<file path="config.mk">
export PLATFORM = sky130hd
export DESIGN_NAME = sdt_service_descriptor_parser_top
export DESIGN_NICKNAME = d
export VERILOG_FILES = /design/src/rtl/sdtp_pkg.sv /design/src/rtl/sdt_service_descriptor_parser_top.sv /design/src/rtl/sdtp_parse.sv /design/src/rtl/sdtp_res_fifo.sv
export SDC_FILE = /design/constraint.sdc
export NUM_CORES = 1
export LEC_CHECK = 0
export BUFFER_PORTS_ARGS = -buffer_cell sky130_fd_sc_hd__buf_4
export CAP_MARGIN = 20
export CORE_MARGIN = 8
export CORE_UTILIZATION = 58
export CTS_BUF_LIST = sky130_fd_sc_hd__clkbuf_2
export DETAILED_ROUTE_END_ITERATION = 12
export HOLD_SLACK_MARGIN = 0.03
export PLACE_DENSITY = 0.83
export SLEW_MARGIN = 40
export SYNTH_ARGS = -nofsm -noshare
export SYNTH_HDL_FRONTEND = slang
export SYNTH_SLANG_ARGS = --single-unit
</file>
<file path="constraint.sdc">
create_clock -name clk_i -period 5.6 [get_ports clk_i]
set_clock_uncertainty 0.1 [all_clocks]
set_input_delay 0.84 -clock clk_i [delete_from_list [all_inputs] [get_ports clk_i]]
set_output_delay 0.84 -clock clk_i [all_outputs]
set_load 0.1 [all_outputs]
</file>
<file path="src/rtl/sdtp_pkg.sv">
package sdtp_pkg;

  localparam logic [7:0] TAG_SERVICE      = 8'h48;
  localparam logic [7:0] DEFAULT_TID      = 8'h42;
  localparam logic [5:0] NAME_CAP         = 6'd50;
  localparam logic [3:0] LEN_HI_MASK      = 4'hF;

  localparam logic CFG_TID        = 1'b0;
  localparam logic CFG_NAME_LIMIT = 1'b1;

  localparam int FIFO_DEPTH = 4;
  localparam int FIFO_PTR_W = $clog2(FIFO_DEPTH);
  localparam int FIFO_CNT_W = $clog2(FIFO_DEPTH + 1);

  typedef enum logic [1:0] {
    KIND_NAME   = 2'd0,
    KIND_RECORD = 2'd1,
    KIND_END    = 2'd2
  } result_kind_e;

  typedef enum logic [2:0] {
    PH_IDLE   = 3'd0,
    PH_LEN_HI = 3'd1,
    PH_LEN_LO = 3'd2,
    PH_HEADER = 3'd3,
    PH_SVC    = 3'd4,
    PH_DTAG   = 3'd5,
    PH_DLEN   = 3'd6,
    PH_DBODY  = 3'd7
  } phase_e;

  typedef struct packed {
    result_kind_e kind;
    logic [15:0]  service_ident;
    logic [15:0]  network_ident;
    logic [15:0]  stream_ident;
    logic [2:0]   kind_code;
    logic [7:0]   tag_seen;
    logic [7:0]   name_char;
    logic [5:0]   name_length;
    logic [7:0]   service_count;
    logic         last_of_run;
  } result_t;

  typedef struct packed {
    logic    v0;
    result_t r0;
    logic    v1;
    result_t r1;
  } result_pair_t;

  function automatic logic [2:0] map_kind(input logic [7:0] svc_type);
    logic [2:0] code;
    unique case (svc_type)
      8'h01:   code = 3'd1;
      8'h02:   code = 3'd2;
      8'h0c:   code = 3'd3;
      8'h04:   code = 3'd4;
      8'h05:   code = 3'd5;
      default: code = 3'd0;
    endcase
    return code;
  endfunction

endpackage

</file>
<file path="src/rtl/sdt_service_descriptor_parser_top.sv">
// SDT section parser.
// Input channel: in_valid_i / in_stall_o carry one section byte per transaction;
// first_byte_i marks the table id byte that opens a section. Sections whose
// table id differs from the programmed id are dropped without results.
// Output channel: out_valid_o / out_stall_i carry one result per transaction:
// a service name byte, a descriptor record, or a section-end count.
// Config: cfg_we_i writes cfg_data_i to register cfg_idx_i (0 table id,
// 1 name limit); write only while no transaction is in flight.
// Path: an accepted byte is registered, then its results go to the result queue.
// Throughput: one byte per cycle while the queue has room; a byte that yields a
// name byte and a record pushes both. A four-entry result queue parts the two
// sides; the input register stalls once fewer than two queue entries are free.
// Reset: the parser drops bytes until a matching start byte, the queue empties,
// and the registers return to table id 0x42 and name limit 50.
// Stall: when out_stall_i holds, results wait in the queue and in_stall_o
// rises when a byte is held and the queue cannot take two more results.
module sdt_service_descriptor_parser_top (
  input  logic        clk_i,
  input  logic        rst_ni,
  input  logic        in_valid_i,
  output logic        in_stall_o,
  input  logic [7:0]  section_byte_i,
  input  logic        first_byte_i,
  input  logic        cfg_we_i,
  input  logic        cfg_idx_i,
  input  logic [7:0]  cfg_data_i,
  output logic        out_valid_o,
  input  logic        out_stall_i,
  output logic [1:0]  result_kind_o,
  output logic [15:0] service_ident_o,
  output logic [15:0] network_ident_o,
  output logic [15:0] stream_ident_o,
  output logic [2:0]  kind_code_o,
  output logic [7:0]  tag_seen_o,
  output logic [7:0]  name_char_o,
  output logic [5:0]  name_length_o,
  output logic [7:0]  service_count_o,
  output logic        last_of_run_o
);
  import sdtp_pkg::*;

  logic         in_v_q;
  logic [7:0]   in_byte_q;
  logic         in_first_q;
  logic [7:0]   tid_q;
  logic [5:0]   name_limit_q;
  logic         room;
  logic         step;
  result_pair_t pair;
  result_t      res;

  assign step       = in_v_q && room;
  assign in_stall_o = in_v_q && !room;

  always_ff @(posedge clk_i) begin
    if (in_valid_i && !in_stall_o) begin
      in_byte_q  <= section_byte_i;
      in_first_q <= first_byte_i;
    end
  end

  always_ff @(posedge clk_i or negedge rst_ni) begin
    if (!rst_ni) begin
      in_v_q       <= 1'b0;
      tid_q        <= DEFAULT_TID;
      name_limit_q <= NAME_CAP;
    end else begin
      if (!in_stall_o) begin
        in_v_q <= in_valid_i;
      end
      if (cfg_we_i) begin
        unique case (cfg_idx_i)
          CFG_TID:        tid_q        <= cfg_data_i;
          CFG_NAME_LIMIT: name_limit_q <= cfg_data_i[5:0];
          default:        tid_q        <= tid_q;
        endcase
      end
    end
  end

  sdtp_parse u_parse (
    .clk_i        (clk_i),
    .rst_ni       (rst_ni),
    .step_i       (step),
    .byte_i       (in_byte_q),
    .first_i      (in_first_q),
    .tid_i        (tid_q),
    .name_limit_i (name_limit_q),
    .pair_o       (pair)
  );

  sdtp_res_fifo u_fifo (
    .clk_i       (clk_i),
    .rst_ni      (rst_ni),
    .pair_i      (pair),
    .room_o      (room),
    .out_valid_o (out_valid_o),
    .out_stall_i (out_stall_i),
    .out_o       (res)
  );

  assign result_kind_o   = res.kind;
  assign service_ident_o = res.service_ident;
  assign network_ident_o = res.network_ident;
  assign stream_ident_o  = res.stream_ident;
  assign kind_code_o     = res.kind_code;
  assign tag_seen_o      = res.tag_seen;
  assign name_char_o     = res.name_char;
  assign name_length_o   = res.name_length;
  assign service_count_o = res.service_count;
  assign last_of_run_o   = res.last_of_run;

endmodule

</file>
<file path="src/rtl/sdtp_parse.sv">
module sdtp_parse (
  input  logic                  clk_i,
  input  logic                  rst_ni,
  input  logic                  step_i,
  input  logic [7:0]            byte_i,
  input  logic                  first_i,
  input  logic [7:0]            tid_i,
  input  logic [5:0]            name_limit_i,
  output sdtp_pkg::result_pair_t pair_o
);
  import sdtp_pkg::*;

  phase_e      phase_q, phase_d;
  logic        dropping_q, dropping_d;
  logic [11:0] pos_q, pos_d;
  logic [11:0] seclen_q, seclen_d;
  logic [11:0] loop_q, loop_d;
  logic [7:0]  off_q, off_d;
  logic [7:0]  dlen_q, dlen_d;
  logic [7:0]  tag_q, tag_d;
  logic [7:0]  prov_q, prov_d;
  logic [15:0] svc_q, svc_d;
  logic [15:0] net_q, net_d;
  logic [15:0] stream_q, stream_d;
  logic [2:0]  kind_q, kind_d;
  logic [5:0]  kept_q, kept_d;
  logic [7:0]  count_q, count_d;
  logic [15:0] pend_q, pend_d;
  logic [15:0] hsvc_q, hsvc_d;
  logic [5:0]  target_q, target_d;

  logic        name_emit, rec_emit, end_emit;
  logic [5:0]  lim;
  logic [11:0] loop_dec;
  logic [8:0]  off_nx;
  logic [8:0]  pbound;
  logic [11:0] seclen_new;
  result_t     name_r, rec_r, end_r;

  always_comb begin
    phase_d    = phase_q;
    dropping_d = dropping_q;
    pos_d      = pos_q;
    seclen_d   = seclen_q;
    loop_d     = loop_q;
    off_d      = off_q;
    dlen_d     = dlen_q;
    tag_d      = tag_q;
    prov_d     = prov_q;
    svc_d      = svc_q;
    net_d      = net_q;
    stream_d   = stream_q;
    kind_d     = kind_q;
    kept_d     = kept_q;
    count_d    = count_q;
    pend_d     = pend_q;
    hsvc_d     = hsvc_q;
    target_d   = target_q;
    name_emit  = 1'b0;
    rec_emit   = 1'b0;
    end_emit   = 1'b0;
    lim        = (name_limit_i > NAME_CAP) ? NAME_CAP : name_limit_i;
    loop_dec   = (loop_q != 12'd0) ? loop_q - 12'd1 : loop_q;
    off_nx     = {1'b0, off_q} + 9'd1;
    pbound     = 9'd2 + {1'b0, prov_q};
    seclen_new = {seclen_q[11:8], byte_i};

    if (step_i) begin
      if (first_i) begin
        if (byte_i == tid_i) begin
          dropping_d = 1'b0;
          phase_d    = PH_LEN_HI;
          pos_d      = '0;
          seclen_d   = '0;
          count_d    = '0;
          net_d      = '0;
          loop_d     = '0;
          off_d      = '0;
        end else begin
          dropping_d = 1'b1;
          phase_d    = PH_IDLE;
        end
      end else if (!dropping_q) begin
        priority if (phase_q == PH_LEN_HI) begin
          seclen_d = {byte_i[3:0] & LEN_HI_MASK, 8'h00};
          phase_d  = PH_LEN_LO;
        end else if (phase_q == PH_LEN_LO) begin
          seclen_d = seclen_new;
          pos_d    = '0;
          if (seclen_new == 12'd0) begin
            end_emit = 1'b1;
          end else begin
            phase_d = PH_HEADER;
          end
        end else begin
          if ({1'b0, pos_q} + 13'd1 >= {1'b0, seclen_q}) begin
            end_emit = 1'b1;
          end else if ({1'b0, pos_q} + 13'd4 < {1'b0, seclen_q}) begin
            unique case (phase_q)
              PH_HEADER: begin
                priority if (pos_q == 12'd0) begin
                  pend_d = {byte_i, 8'h00};
                end else if (pos_q == 12'd1) begin
                  pend_d = {pend_q[15:8], byte_i};
                end else if (pos_q == 12'd3) begin
                  if (byte_i == 8'h00) stream_d = pend_q;
                end else if (pos_q == 12'd5) begin
                  net_d = {byte_i, 8'h00};
                end else if (pos_q == 12'd6) begin
                  net_d = {net_q[15:8], byte_i};
                end else if (pos_q == 12'd7) begin
                  phase_d = PH_SVC;
                  off_d   = '0;
                end else begin
                  pend_d = pend_q;
                end
              end
              PH_SVC: begin
                priority if (off_q == 8'd0) begin
                  hsvc_d   = {byte_i, 8'h00};
                  svc_d    = '0;
                  kind_d   = '0;
                  kept_d   = '0;
                  target_d = '0;
                end else if (off_q == 8'd1) begin
                  hsvc_d = {hsvc_q[15:8], byte_i};
                end else if (off_q == 8'd3) begin
                  loop_d = {byte_i[3:0] & LEN_HI_MASK, 8'h00};
                end else if (off_q == 8'd4) begin
                  loop_d = {loop_q[11:8], byte_i};
                end else begin
                  hsvc_d = hsvc_q;
                end
                off_d = off_nx[7:0];
                if (off_nx >= 9'd5) begin
                  off_d   = '0;
                  phase_d = (loop_d == 12'd0) ? PH_SVC : PH_DTAG;
                end
              end
              PH_DTAG: begin
                loop_d = loop_dec;
                tag_d  = byte_i;
                if (byte_i == TAG_SERVICE) begin
                  svc_d    = hsvc_q;
                  kind_d   = '0;
                  kept_d   = '0;
                  target_d = '0;
                  prov_d   = '0;
                  if (count_q != 8'hFF) count_d = count_q + 8'd1;
                end
                phase_d = PH_DLEN;
              end
              PH_DLEN: begin
                loop_d = loop_dec;
                dlen_d = byte_i;
                off_d  = '0;
                if (byte_i == 8'd0) begin
                  rec_emit = 1'b1;
                  phase_d  = (loop_dec == 12'd0) ? PH_SVC : PH_DTAG;
                end else begin
                  phase_d = PH_DBODY;
                end
              end
              PH_DBODY: begin
                loop_d = loop_dec;
                if (tag_q == TAG_SERVICE) begin
                  priority if (off_q == 8'd0) begin
                    kind_d = map_kind(byte_i);
                  end else if (off_q == 8'd1) begin
                    prov_d = byte_i;
                  end else if ({1'b0, off_q} == pbound) begin
                    target_d = ({2'b00, lim} > byte_i) ? byte_i[5:0] : lim;
                  end else if ({1'b0, off_q} > pbound && kept_q < target_q) begin
                    kept_d    = kept_q + 6'd1;
                    name_emit = 1'b1;
                  end else begin
                    kept_d = kept_q;
                  end
                end
                off_d = off_nx[7:0];
                if (off_nx >= {1'b0, dlen_q}) begin
                  rec_emit = 1'b1;
                  off_d    = '0;
                  phase_d  = (loop_dec == 12'd0) ? PH_SVC : PH_DTAG;
                end
              end
              default: begin
                phase_d    = PH_IDLE;
                dropping_d = 1'b1;
              end
            endcase
          end
          pos_d = pos_q + 12'd1;
        end
        if (end_emit) begin
          phase_d    = PH_IDLE;
          dropping_d = 1'b1;
        end
      end
    end
  end

  always_comb begin
    name_r               = '0;
    name_r.kind          = KIND_NAME;
    name_r.service_ident = svc_d;
    name_r.network_ident = net_d;
    name_r.stream_ident  = stream_d;
    name_r.kind_code     = kind_d;
    name_r.tag_seen      = TAG_SERVICE;
    name_r.name_char     = byte_i;
    name_r.name_length   = kept_d;
    name_r.last_of_run   = !rec_emit;

    rec_r                = '0;
    rec_r.kind           = KIND_RECORD;
    rec_r.service_ident  = svc_d;
    rec_r.network_ident  = net_d;
    rec_r.stream_ident   = stream_d;
    rec_r.kind_code      = kind_d;
    rec_r.tag_seen       = tag_d;
    rec_r.name_length    = kept_d;
    rec_r.last_of_run    = 1'b1;

    end_r                = '0;
    end_r.kind           = KIND_END;
    end_r.network_ident  = net_d;
    end_r.stream_ident   = stream_d;
    end_r.service_count  = count_q;
    end_r.last_of_run    = 1'b1;

    pair_o.v0 = name_emit | rec_emit | end_emit;
    pair_o.r0 = name_emit ? name_r : (rec_emit ? rec_r : end_r);
    pair_o.v1 = name_emit & rec_emit;
    pair_o.r1 = rec_r;
  end

  always_ff @(posedge clk_i or negedge rst_ni) begin
    if (!rst_ni) begin
      phase_q    <= PH_IDLE;
      dropping_q <= 1'b1;
      pos_q      <= '0;
      seclen_q   <= '0;
      loop_q     <= '0;
      off_q      <= '0;
      dlen_q     <= '0;
      tag_q      <= '0;
      prov_q     <= '0;
      svc_q      <= '0;
      net_q      <= '0;
      stream_q   <= '0;
      kind_q     <= '0;
      kept_q     <= '0;
      count_q    <= '0;
      pend_q     <= '0;
      hsvc_q     <= '0;
      target_q   <= '0;
    end else begin
      phase_q    <= phase_d;
      dropping_q <= dropping_d;
      pos_q      <= pos_d;
      seclen_q   <= seclen_d;
      loop_q     <= loop_d;
      off_q      <= off_d;
      dlen_q     <= dlen_d;
      tag_q      <= tag_d;
      prov_q     <= prov_d;
      svc_q      <= svc_d;
      net_q      <= net_d;
      stream_q   <= stream_d;
      kind_q     <= kind_d;
      kept_q     <= kept_d;
      count_q    <= count_d;
      pend_q     <= pend_d;
      hsvc_q     <= hsvc_d;
      target_q   <= target_d;
    end
  end

  a_pair_order: assert property (@(posedge clk_i) disable iff (!rst_ni)
    pair_o.v1 |-> (pair_o.v0 && pair_o.r0.kind == KIND_NAME &&
                   pair_o.r1.kind == KIND_RECORD))
    else $error("second result without name byte first");

  a_no_result_idle: assert property (@(posedge clk_i) disable iff (!rst_ni)
    !step_i |-> !pair_o.v0)
    else $error("result without a transaction");

  a_kept_bounded: assert property (@(posedge clk_i) disable iff (!rst_ni)
    kept_q <= NAME_CAP)
    else $error("kept name length above cap");

endmodule

</file>
<file path="src/rtl/sdtp_res_fifo.sv">
module sdtp_res_fifo (
  input  logic                   clk_i,
  input  logic                   rst_ni,
  input  sdtp_pkg::result_pair_t pair_i,
  output logic                   room_o,
  output logic                   out_valid_o,
  input  logic                   out_stall_i,
  output sdtp_pkg::result_t      out_o
);
  import sdtp_pkg::*;

  result_t                 mem_q [FIFO_DEPTH];
  logic [FIFO_PTR_W-1:0]   wr_ptr_q, wr_ptr_d;
  logic [FIFO_PTR_W-1:0]   rd_ptr_q, rd_ptr_d;
  logic [FIFO_CNT_W-1:0]   count_q, count_d;
  logic [FIFO_PTR_W-1:0]   wr_ptr_nx;
  logic [FIFO_CNT_W-1:0]   push_n;
  logic                    pop;

  assign wr_ptr_nx   = wr_ptr_q + FIFO_PTR_W'(1);
  assign push_n      = FIFO_CNT_W'(pair_i.v0) + FIFO_CNT_W'(pair_i.v1);
  assign out_valid_o = (count_q != '0);
  assign pop         = out_valid_o && !out_stall_i;
  assign out_o       = mem_q[rd_ptr_q];
  assign room_o      = (count_q <= FIFO_CNT_W'(FIFO_DEPTH - 2));

  always_comb begin
    wr_ptr_d = wr_ptr_q + FIFO_PTR_W'(push_n);
    rd_ptr_d = pop ? rd_ptr_q + FIFO_PTR_W'(1) : rd_ptr_q;
    count_d  = count_q + push_n - FIFO_CNT_W'(pop);
  end

  always_ff @(posedge clk_i) begin
    if (pair_i.v0) begin
      mem_q[wr_ptr_q] <= pair_i.r0;
    end
    if (pair_i.v1) begin
      mem_q[wr_ptr_nx] <= pair_i.r1;
    end
  end

  always_ff @(posedge clk_i or negedge rst_ni) begin
    if (!rst_ni) begin
      wr_ptr_q <= '0;
      rd_ptr_q <= '0;
      count_q  <= '0;
    end else begin
      wr_ptr_q <= wr_ptr_d;
      rd_ptr_q <= rd_ptr_d;
      count_q  <= count_d;
    end
  end

  a_count_bound: assert property (@(posedge clk_i) disable iff (!rst_ni)
    count_q <= FIFO_CNT_W'(FIFO_DEPTH))
    else $error("result queue count out of range");

  a_no_overflow: assert property (@(posedge clk_i) disable iff (!rst_ni)
    pair_i.v0 |-> room_o)
    else $error("push into result queue without room");

  a_ptr_gap: assert property (@(posedge clk_i) disable iff (!rst_ni)
    (count_q == '0 || count_q == FIFO_CNT_W'(FIFO_DEPTH)) |-> (wr_ptr_q == rd_ptr_q))
    else $error("queue pointers disagree with count");

endmodule

</file>
# [Word-level counts from Yosys, hierarchy flattened]
# Memory sizes are Yosys's and may differ from the RTL's.
# Index checks and enable logic that the tools add are counted.
[word_totals] regBits=206 latch_bits=0 ramBits=336 romBits=0 input_bits=23 out_inout_bits=86 elab_cells=376 n_memories=1
[op_classes] addsub=14 multipliers=0 div_mod_pow=0 order_cmp=9 n_eq_ne=53 shifts=0 n_mux=213 n_bitwise=9 n_reduce_logical=48
[memory_table] memory="u_fifo.mem_q" depth=4 word_bits=84 read_ports=1 rd_clocked_by_memory_dff=0 wr=2 line_no="sdtp_res_fifo.sv:12" source="result_t mem_q [FIFO_DEPTH];"
[op_table] cell="16-bit two-way mux" count=36
[op_table] cell="8-bit two-way mux" count=41
[op_table] cell="12-bit two-way mux" count=26
[op_table] cell="84-bit two-way mux" count=2
[op_table] cell="6-bit two-way mux" count=22
[op_table] cell="3-bit two-way mux" count=28
[op_table] cell="12-bit zero test" count=4
[op_table] cell="1-bit two-way mux" count=48
[op_table] cell="12-bit by 3-bit equality test with 1-bit output (second input constant)" count=3
[op_table] cell="6-bit one-hot mux with 3 select lines" count=2
[op_table] cell="9-bit AND reduction" count=4
[op_table] cell="16-bit one-hot mux with 2 select lines" count=1
[op_table] cell="8-bit one-hot mux with 4 select lines" count=1
[op_table] cell="6-bit by 4-bit inequality test with 1-bit output (second input constant)" count=5
[op_table] cell="3-bit one-hot mux with 5 select lines" count=2
[op_table] cell="14-bit AND reduction" count=2
[op_table] cell="8-bit by 3-bit equality test with 1-bit output (second input constant)" count=3
[op_table] cell="12-bit one-hot mux with 2 select lines" count=1
[op_table] cell="6-bit by 2-bit inequality test with 1-bit output (second input constant)" count=3
[op_table] cell="8-bit by 1-bit equality test with 1-bit output (second input constant)" count=2
[op_table] cell="8-bit by 2-bit equality test with 1-bit output (second input constant)" count=2
[op_table] cell="8-bit by 7-bit equality test with 1-bit output (second input constant)" count=2
[op_table] cell="8-bit zero test" count=2
[op_table] cell="8-bit one-hot mux with 2 select lines" count=1
[op_table] cell="other kinds (56)" count=103

# [Depth between registers and ports, before layout]
[depth] ltp_word=24 depth_mapped=18 ltp_nobuf=16

# [Cells and area by module]
# Synthesis repeated with hierarchy kept, for this count alone.
[unflattened] cells_unflattened=2196 area_unflattened_um2=29428.2
[by_module_without_submodules] mod="sdtp_res_fifo" instances=1 cells_per_inst=853 area_per_inst_um2=16798.6 seq_area_each_um2=10264.8
[by_module_without_submodules] mod="sdtp_parse" instances=1 cells_per_inst=1297 area_per_inst_um2=11730.0 seq_area_each_um2=4380.5
[by_module_without_submodules] mod="sdt_service_descriptor_parser_top" instances=1 cells_per_inst=46 area_per_inst_um2=899.6 seq_area_each_um2=651.9

# [Least setup slack after synthesis]
# Ideal clock, no wire load.
[synth_path] path_type="register to register" start="register u_parse.pos_q[0]" end="memory u_fifo.mem_q[1][10] (netlist bit) (enable)" setup_time_ns=0.425 arrival_ns=5.041 required_time_ns=5.075 path_slack_ns=0.034 path_stages_with_launch=17 path_buffers=3 period_less_slack_ns=5.566 cell_sequence="dfrtp_1 ha_1 clkbuf_1 nand2_1 nor2_1 and3_1 xor2_1 ha_1 a211oi_1 nand2_1 o221a_2 nor4_4 nand3_1 or2_2 buf_2 clkbuf_1 nand2_1"
[synth_lines] item="start: declaration" line_no="sdtp_parse.sv:15" source="logic [11:0] pos_q, pos_d;"
[synth_lines] item="start signal: assignment" line_no="sdtp_parse.sv:261" source="pos_q <= pos_d;"
[synth_lines] item="end: declaration" line_no="sdtp_res_fifo.sv:12"

==> run_results.csv <==
group,metric,value,unit
timing,final.period_utilization,94.67,%
clocking,numCtsBuffers,133,
die,rows,78,
global_route,grt_pass1_vias,21234,
clocking,tritoncts,"done",
clocking,clockBufferDepth,3,
critical_path,worst-setup-path-type,"flip-flop to flip-flop",
critical_path,critPathLaunchType,"flip-flop",
layout,syn2layout_area_growth,11.26,%
placement,port_buffers,108,
timing,max_clock_freq,188.6,MHz
synth,synth.largest_area_cell,"edfxtp_1",
layout,layout-drive-gt1-share,21.40,%
clocking,h-tree-depth,4,
timing,rsz0062_at_grt,"false",
die,core,45480,µm²
route,dr.pass1.iters,6,
clocking,clkLatencyLatePin,1.18,ns
run,maxCapViolations,0,
critical_path,critPathCaptureType,"flip-flop",
power_and_ir_drop,ir_drop,0.5661,mV
timing,setup_slack,0.2986,ns
route,drtIter0Drc,2679,
synth,ys.flop_type,"edfxtp_1",
synth,syn_area,26780,µm²
clocking,ctsHoldBuffers,20,
critical_path,path_cells,"ha_1 > nand2_1 > nor2_1 > and3_1 > xor2_1 > ha_1 > a211oi_1 > nand2_1 > o221a_2 > nor3_1 > and4_1 > buf_4 > nand3_1 > a21oi_1",
placement,place_congestion,0.9320,
synth,syn_inst,2318,
synth,synth.area.top_cells,"edfxtp_1 30%, dfrtp_1 18%, mux4_2 7.1%, dfxtp_1 5.7%, a21oi_1 5.1%",
critical_path,worstPathRequired,6.43,ns
status,status,"completed",
clocking,root_buffer,"clkbuf_2",
synth,synth_top_area_share,30.17,%
die,start_util,58.88,%
timing,finalHoldViolCount,0,
synth,synth_edf_count,269,
global_route,grt_use_total,27.79,%
layout,mostFrequentLayoutCells,"270 x a21oi_1, 269 x edfxtp_1, 201 x clkbuf_2",
synth,seq_area_frac_synth,54.29,%
route,vias,21165,
timing,drv_slew,0,
timing,worst_pin_slew,0.8954,ns
critical_path,cpMaxStageDelayCell,"and4_1",
timing,period_needed,5.301,ns
synth,yosys_warnings,0,
placement,preCtsSetupSlack,0.4822,ns
timing,slew_headroom,39.84,%
critical_path,crit_fanout,16,
power_and_ir_drop,p_leak,11.41,nW
worst_hold_path,whs_path_depth,3,
clocking,clk_pin_slew,0.10,ns
layout,fin_cells,3181,
die,fp.dieH,230.9,µm
route,detail-route-antenna-nets,0,
timing,setup_tns,0,ns
clocking,cts_setup_buffers,0,
route,routed_wl,76.39,mm
route,routedWlPerCell,24.02,µm
clocking,cts.sinks,542,
synth,ys_async_sr_fraction,36.35,%
power_and_ir_drop,p_per_area,397.1,nW/µm²
synth,syn_area_per_cell,11.55,µm²
critical_path,slowest_delay,0.76,ns
die,die_w,230.9,µm
route,viasPerCell,6.654,
die,die_area,53300,µm²
timing,finalSetupViolations,0,
critical_path,cp.arrival,6.13,ns
synth,ys_seq_elements,542,
global_route,grt_pass1_wl,117.0,mm
synth,syn-num-nets,2412,
critical_path,reg2reg_depth,14,
clocking,postCtsResizedCells,0,
route,drc,0,
worst_hold_path,worstHoldPathType,"input port to flip-flop",
global_route,grt_max_degree,132,
placement,place.detailed.hpwl,47.16,mm
layout,layout.nets,2564,
power_and_ir_drop,power,11.83,mW
die,pin_count,109,
placement,place_inst,2913,
synth,synth_cell_types,79,
layout,final_common_cell,"a21oi_1",
global_route,overflow,0,
layout,fin_util,65.51,%
global_route,antenna_found_initial,1,
-- cell families (layout without fill, tap and decap cells) --
family	Yosys count	in the layout	share of synthesized area (%)
flip-flops	542	542	54.29
XOR/XNOR	43	43	1.406
other	0	1	0
buffers and inverters	287	549	4.168
multiplexers	219	219	12.30
AO/OA/AOI/OAI	652	652	14.75
adder cells (fa/ha/maj)	71	71	3.346
AND/OR/NAND/NOR	504	504	9.743
-- metal layers --
| metal | wire length, µm | global-route usage, % | vias to the layer above |
|---|---|---|---|
| li1 | - | - | 9131 |
| met1 | 27900 | 35.60 | 10246 |
| met2 | 36400 | 44.52 | 1540 |
| met3 | 9133 | 7.309 | 248 |
| met4 | 2960 | 11.86 | 0 |
| met5 | 0 | 0 | - |
-- layout make-up --
cell class | count | area [µm²]
Timing Repair Buffer | 180 | 1503
Inverter | 124 | 465.4
Multi-Input combinational cell | 1489 | 11210
Fill cell | 3341 | 15690
Clock buffer | 201 | 1006
Clock inverter | 44 | 315.3
Antenna cell | 1 | 2.502
Sequential cell | 542 | 14540
Tap cell | 600 | 750.7
-- final timing paths --
path	start	end	slack, ns
max in group asynchronous	rst_ni	u_parse.pos_q[8]$_DFFE_PN0P_	3.92
worst max-delay path	u_parse.pos_q[0]$_DFFE_PN0P_	u_fifo.mem_q[0][79]$_DFFE_PP_	0.30
worst min register to register	u_fifo.mem_q[3][0]$_SDFFE_PP1N_	u_fifo.mem_q[3][0]$_SDFFE_PP1N_	0.38
worst min-delay path	cfg_idx_i	tid_q[7]$_DFFE_PN0P_	0.15
worst max register to register	u_parse.pos_q[0]$_DFFE_PN0P_	u_fifo.mem_q[0][79]$_DFFE_PP_	0.30
min in group asynchronous	rst_ni	u_parse.prov_q[0]$_DFFE_PN0P_	0.21
-- where the power goes --
group / switching, mW / leakage [nW] / internal (mW)
Sequential: 0.257 / 5.45 / 4.27
Clock: 1.65 / 0.977 / 1.16
Combinational: 3.32 / 4.98 / 1.17
-- registers in the layout (all words and copies together), names as in the netlist, 6 cells and up --
name / count
tid_q: 8
u_parse.count_q: 8
u_parse.seclen_q: 12
in_byte_q: 8
u_parse.hsvc_q: 16
u_parse.pend_q: 16
name_limit_q: 6
u_parse.kept_q: 6
u_parse.net_q: 16
u_parse.target_q: 6
u_fifo.mem_q: 336
u_parse.tag_q: 8
u_parse.dlen_q: 8
u_parse.svc_q: 16
u_parse.loop_q: 12
u_parse.pos_q: 12
u_parse.stream_q: 16
u_parse.off_q: 8
u_parse.prov_q: 8
-- worst max-delay path, delay by kind of cell, from the launching register on --
kind	cells	cell delay (ns)
AOI/OAI and AO/OA	3	0.76
and+or+nand+nor	7	2.52
xor gates and xnor gates	1	0.22
adders and majority gates	2	0.68
buffers and inverters	1	0.38
DFF	1	0.47
-- synthesized netlist by cell type (22+ instances only) --
cell      number
a32o_1        32
nand2_1      140
ha_1          70
buf_2         28
xor2_1        22
and3_1        26
nand4_1       23
clkbuf_1     120
nor3_1        26
o21ai_0      169
mux4_2        84
nor2_1       103
dfxtp_1       76
inv_1        123
nand3_1       63
mux2i_1       94
a21oi_1      272
dfrtp_1      191
edfxtp_1     269
mux2_2        41
-- metrics by stage --
stage	cell area [µm²]	hold slack [ns]
2_1_floorplan	26780	0.3344
3_3_place_gp	28190	0.3441
3_5_place_dp	28220	0.3625
4_1_cts	29740	0.03347
5_1_grt	29790	0.08205
6_report	29790	0.1492
No activity file was read; power rests on OpenSTA's default activity.
